`src/atb_ram.sv`:
```
// Generic single-write, single-read RAM with a registered read port.
module atb_ram #(
  parameter int WIDTH = 8,
  parameter int DEPTH = 16
) (
  input  logic                     clk,
  input  logic                     we,
  input  logic [$clog2(DEPTH)-1:0] waddr,
  input  logic [WIDTH-1:0]         wdata,
  input  logic [$clog2(DEPTH)-1:0] raddr,
  output logic [WIDTH-1:0]         rdata
);

  logic [WIDTH-1:0] mem [DEPTH];

  always_ff @(posedge clk) begin
    if (we) begin
      mem[waddr] <= wdata;
    end
    rdata <= mem[raddr];
  end

endmodule

```
`config.mk`:
```
export PLATFORM = sky130hd
export DESIGN_NAME = atb_ram
export DESIGN_NICKNAME = d
export VERILOG_FILES = /design/src/atb_ram.sv
export SDC_FILE = /design/constraint.sdc
export NUM_CORES = 1
export LEC_CHECK = 0
export BUFFER_PORTS_ARGS = -buffer_cell sky130_fd_sc_hd__buf_4
export CAP_MARGIN = 40
export CORE_MARGIN = 1.5
export CORE_UTILIZATION = 49
export DETAILED_ROUTE_END_ITERATION = 10
export PLACE_DENSITY = 0.65
export RECOVER_POWER = 50
export REMOVE_ABC_BUFFERS = 1
export SLEW_MARGIN = 5
export SYNTH_ARGS = -nofsm -noshare
export SYNTH_HDL_FRONTEND = slang
export SYNTH_SLANG_ARGS = --single-unit
```
`constraint.sdc`:
```
create_clock -name clk -period 2.02 [get_ports clk]
set_clock_uncertainty 0.1 [all_clocks]
set_input_delay 0.202 -clock clk [delete_from_list [all_inputs] [get_ports clk]]
set_output_delay 0.202 -clock clk [all_outputs]
set_load 0.02 [all_outputs]
```
# == After elaboration in Yosys (flattened, before gate mapping) ==
# Memory sizes are Yosys's and may differ from the RTL's. A register that Yosys moved wholly into a read port is not among the register bits.
# Cells that the tools add are included.
# W data, S select, Z words.
# word_totals
rom_bits,0
n_memories,1
ram_bits,128
reg_bits,0
in_bits,18
output_inout_bits,8
latchBits,0
# op_classes
n_mul,0
reduce_logical,0
n_eq_ne,0
shifts,0
muxes,2
add_sub_neg,0
n_bitwise,0
div_mod_pow,0
n_lt_le_gt_ge,0
# memory_table
memory,depth,width,rd,rd_clocked_by_memory_dff,write_ports,line,rtl
mem,16,8,1,1,1,14,logic [WIDTH-1:0] mem [DEPTH];
# ops
cell,n
$mux W1,2

# == Logic depth before layout (Yosys ltp) ==
# depth
depth_word,2
depth_mapped,5
mapped_depth_nobuf,3

# == Least setup slack after synthesis ==
# Ideal clock, no wire load.
# synth_timing
path_type,in2reg
from,input port waddr[2]
to,"memory mem[0][0], enable pin"
slack_ns,0.225
arrival_ns,1.312
path_stages,2
required_ns,1.537
path_cell_list,or3b_2 -> nor3_1
# synth_lines
item,line,rtl
from (decl),8,"input logic [$clog2(DEPTH)-1:0] waddr,"
to (decl),14,
# No word-level cell before the write port.

==> results.toml <==
[outcome]
status = "finished clean"

[pwr]
p_per_area_mw_per_mm2 = 1056
p_switching_mw = 1.266
p_comb_share_pct = 4.9
p_leak_nw = 2.096
ir_drop_v = 0.0004215
swShare_pct = 19.33
seq_power_share_pct = 48.5
p_int_mw = 5.286
p_clk_share_pct = 46.6
finalPower_mw = 6.552

[cells_and_area]
regArea_sq_mm = 0.004004
multi_input_area_sq_mm = 0.001057
fin_area_sq_mm = 0.006205
final_util_pct = 60.37
drive_above_1_share_pct = 26.16
instances_no_fill = 438
syn_to_final_growth_pct = 20.54
nFillCells = 734
final_nets = 309
antenna_cells = 0

[sta]
hold_viol = 0
final.min_clock_period_ps = 1481
max_freq_ghz = 0.6752
setup_slack_ps = 538.9
rsz0062_at_grt = "no"
finalSetupTns_ps = 0
max-slew-margin-rel_pct = 54.24
slew_viol_final = 0
max_slew.worst_pin.slew_ps = 686.4
setup_viol = 0
whs_ps = 115.5
finalCritPeriodShare_pct = 73.32

[routing]
num_vias = 2412
wl_mm = 9.209
via_per_inst = 5.507
ant_nets = 0
drt_iter0_drc = 181
drc_errors = 0
dr.pass1.iters = 4
wire_per_inst_um = 21.03

[die]
dieArea_sq_mm = 0.01113
num_io_pins = 26
die_h_um = 105.5
rows = 37
core_area_sq_mm = 0.01028
die_x_um = 105.5
start_util_pct = 50.09

[setup_path]
cp-start-kind = "flip-flop"
crit-reg2reg-launch = "mem[2][2]"
crit_required_ps = 2310
crit_path_max_fanout = 1
arrival_ps = 1770
critPathCaptureType = "flip-flop"
criticalPathCategory = "flip-flop to flip-flop"
startpoint = "mem[2][2]"

[clocking]
htreeDepth = 4
post_cts_buffers = 0
clkSlewWorstSetupHoldPaths_ps = 60
cts_tree = "built"
clk_latency_ps = 510
cts_buffers = 17
root_buffer = "clkbuf_8"
cts_sinks = 136
cts_buffer_depth = 2

[logic_synthesis]
ys_seq_area_share_pct = 77.78
syn_avg_cell_area_sq_um = 22.48
syn_inst = 229
synth.cell_area_sq_mm = 0.005147
yosys_warnings = 0
synth-seq-cells = 136
synthDistinctLibCells = 19

[global_route]
grt_max_degree = 33
grt_overflow = 0
track_usage_pct = 18.10
antenna_found_initial = 0
first_global_vias = 2513
grt_pass1_wl_mm = 14.09

[placement]
dp.cells = 400
dp_slack_ps = 206.6
io_buffer_count = 25
post_dp_cell_area_sq_mm = 0.005582
globalplace.congestion = 0.7528
hpwl_mm = 5.824

[hold_path]
worstHoldStart = "waddr[0]"
hp-class = "input port to flip-flop"

[job]
maxCapViolCount = 0
[state kept, by name (all words and copies together) (netlist names)]
| register | count |
|---|---|
| mem | 128 |
| rdata | 8 |
[critical path, stage by stage, from the launching register on]
cell      delay [ps]
edfxtp_1         350
mux4_1           510
a22oi_1          290
nand2_1          100
[power by group through the flow]
| stage | sequential, mW | clock, mW | combinational (mW) |
|---|---|---|---|
| after floorplan | 3.25 | 0 | 0.126 |
| after global placement | 3.23 | 0 | 0.322 |
| after detailed placement | 3.23 | 0 | 0.326 |
| after CTS | 3.18 | 3.09 | 0.339 |
| after global routing | 3.18 | 3.21 | 0.350 |
| final | 3.18 | 3.05 | 0.323 |
[synth_stat cells]
| library cell | count | area (sq um) |
|---|---|---|
| or3b_2 | 1 | 8.760 |
| mux4_2 | 18 | 405.4 |
| buf_4 | 1 | 7.510 |
| nand3b_1 | 2 | 15.01 |
| clkdlybuf4s25_2 | 3 | 30.03 |
| nand2b_1 | 2 | 12.51 |
| a22oi_1 | 16 | 120.1 |
| and2_1 | 1 | 6.260 |
| buf_2 | 3 | 15.01 |
| nand2_1 | 9 | 33.78 |
| buf_6 | 3 | 33.78 |
| and2b_1 | 1 | 7.510 |
| nor2_1 | 13 | 48.80 |
| nor3_1 | 4 | 20.02 |
| edfxtp_1 | 128 | 3844 |
| nor2b_1 | 1 | 6.260 |
| nand3_1 | 1 | 5.000 |
| dfxtp_1 | 8 | 160.2 |
| mux4_1 | 14 | 367.9 |
[per-layer routing]
layer | part of all wire (%) | track usage, %
met2 | 51 | 29.65
met4 | 2.0 | 7.432
met1 | 44 | 23.69
met3 | 3.1 | 4.143
met5 | 0 | 0
[kinds of logic after synthesis]
group / after synthesis / share of synthesized area, %
muxes: 32 / 15.02
AOI/OAI and AO/OA: 16 / 2.334
DFF: 136 / 77.78
buffers and inverters: 10 / 1.677
and+or+nand+nor: 35 / 3.184
[cell type report]
class / instances / area share (%)
clock inverter: 13 / 2.924
tap: 136 / 2.742
clock buffer: 17 / 6.675
sequential: 136 / 64.53
multi-input combinational: 83 / 17.04
timing repair buffer: 53 / 6.090
[layout by cell type (no fill, tap or decap), types with 2 or more instances in the layout]
master | netlist | routed
a22oi_1 | 16 | 16
buf_4 | 1 | 30
bufinv_16 | 0 | 4
clkbuf_1 | 0 | 14
clkbuf_16 | 0 | 16
clkinv_2 | 0 | 3
clkinv_4 | 0 | 4
dfxtp_1 | 8 | 8
dlygate4sd3_1 | 0 | 8
edfxtp_1 | 128 | 128
mux4_1 | 14 | 14
mux4_2 | 18 | 18
nand2_1 | 9 | 9
nand2b_1 | 2 | 2
nand3b_1 | 2 | 2
nor2_1 | 13 | 13
nor3_1 | 4 | 4
[path summary, 6_finish.rpt]
| check | to | slack, ps | cells past startpoint |
|---|---|---|---|
| hold / removal | mem[12][1] | 120 | 3 |
| setup reg to reg | rdata[2] | 540 | 3 |
| setup / recovery | rdata[2] | 540 | 3 |
| hold reg to reg | rdata[0] | 570 | 3 |
[repair_timing]
item,CTS,global route
hold endpoints to repair,128,0
resized for setup,0,0
hold buffers,8,0
Power figures use the tool's default switching activity.
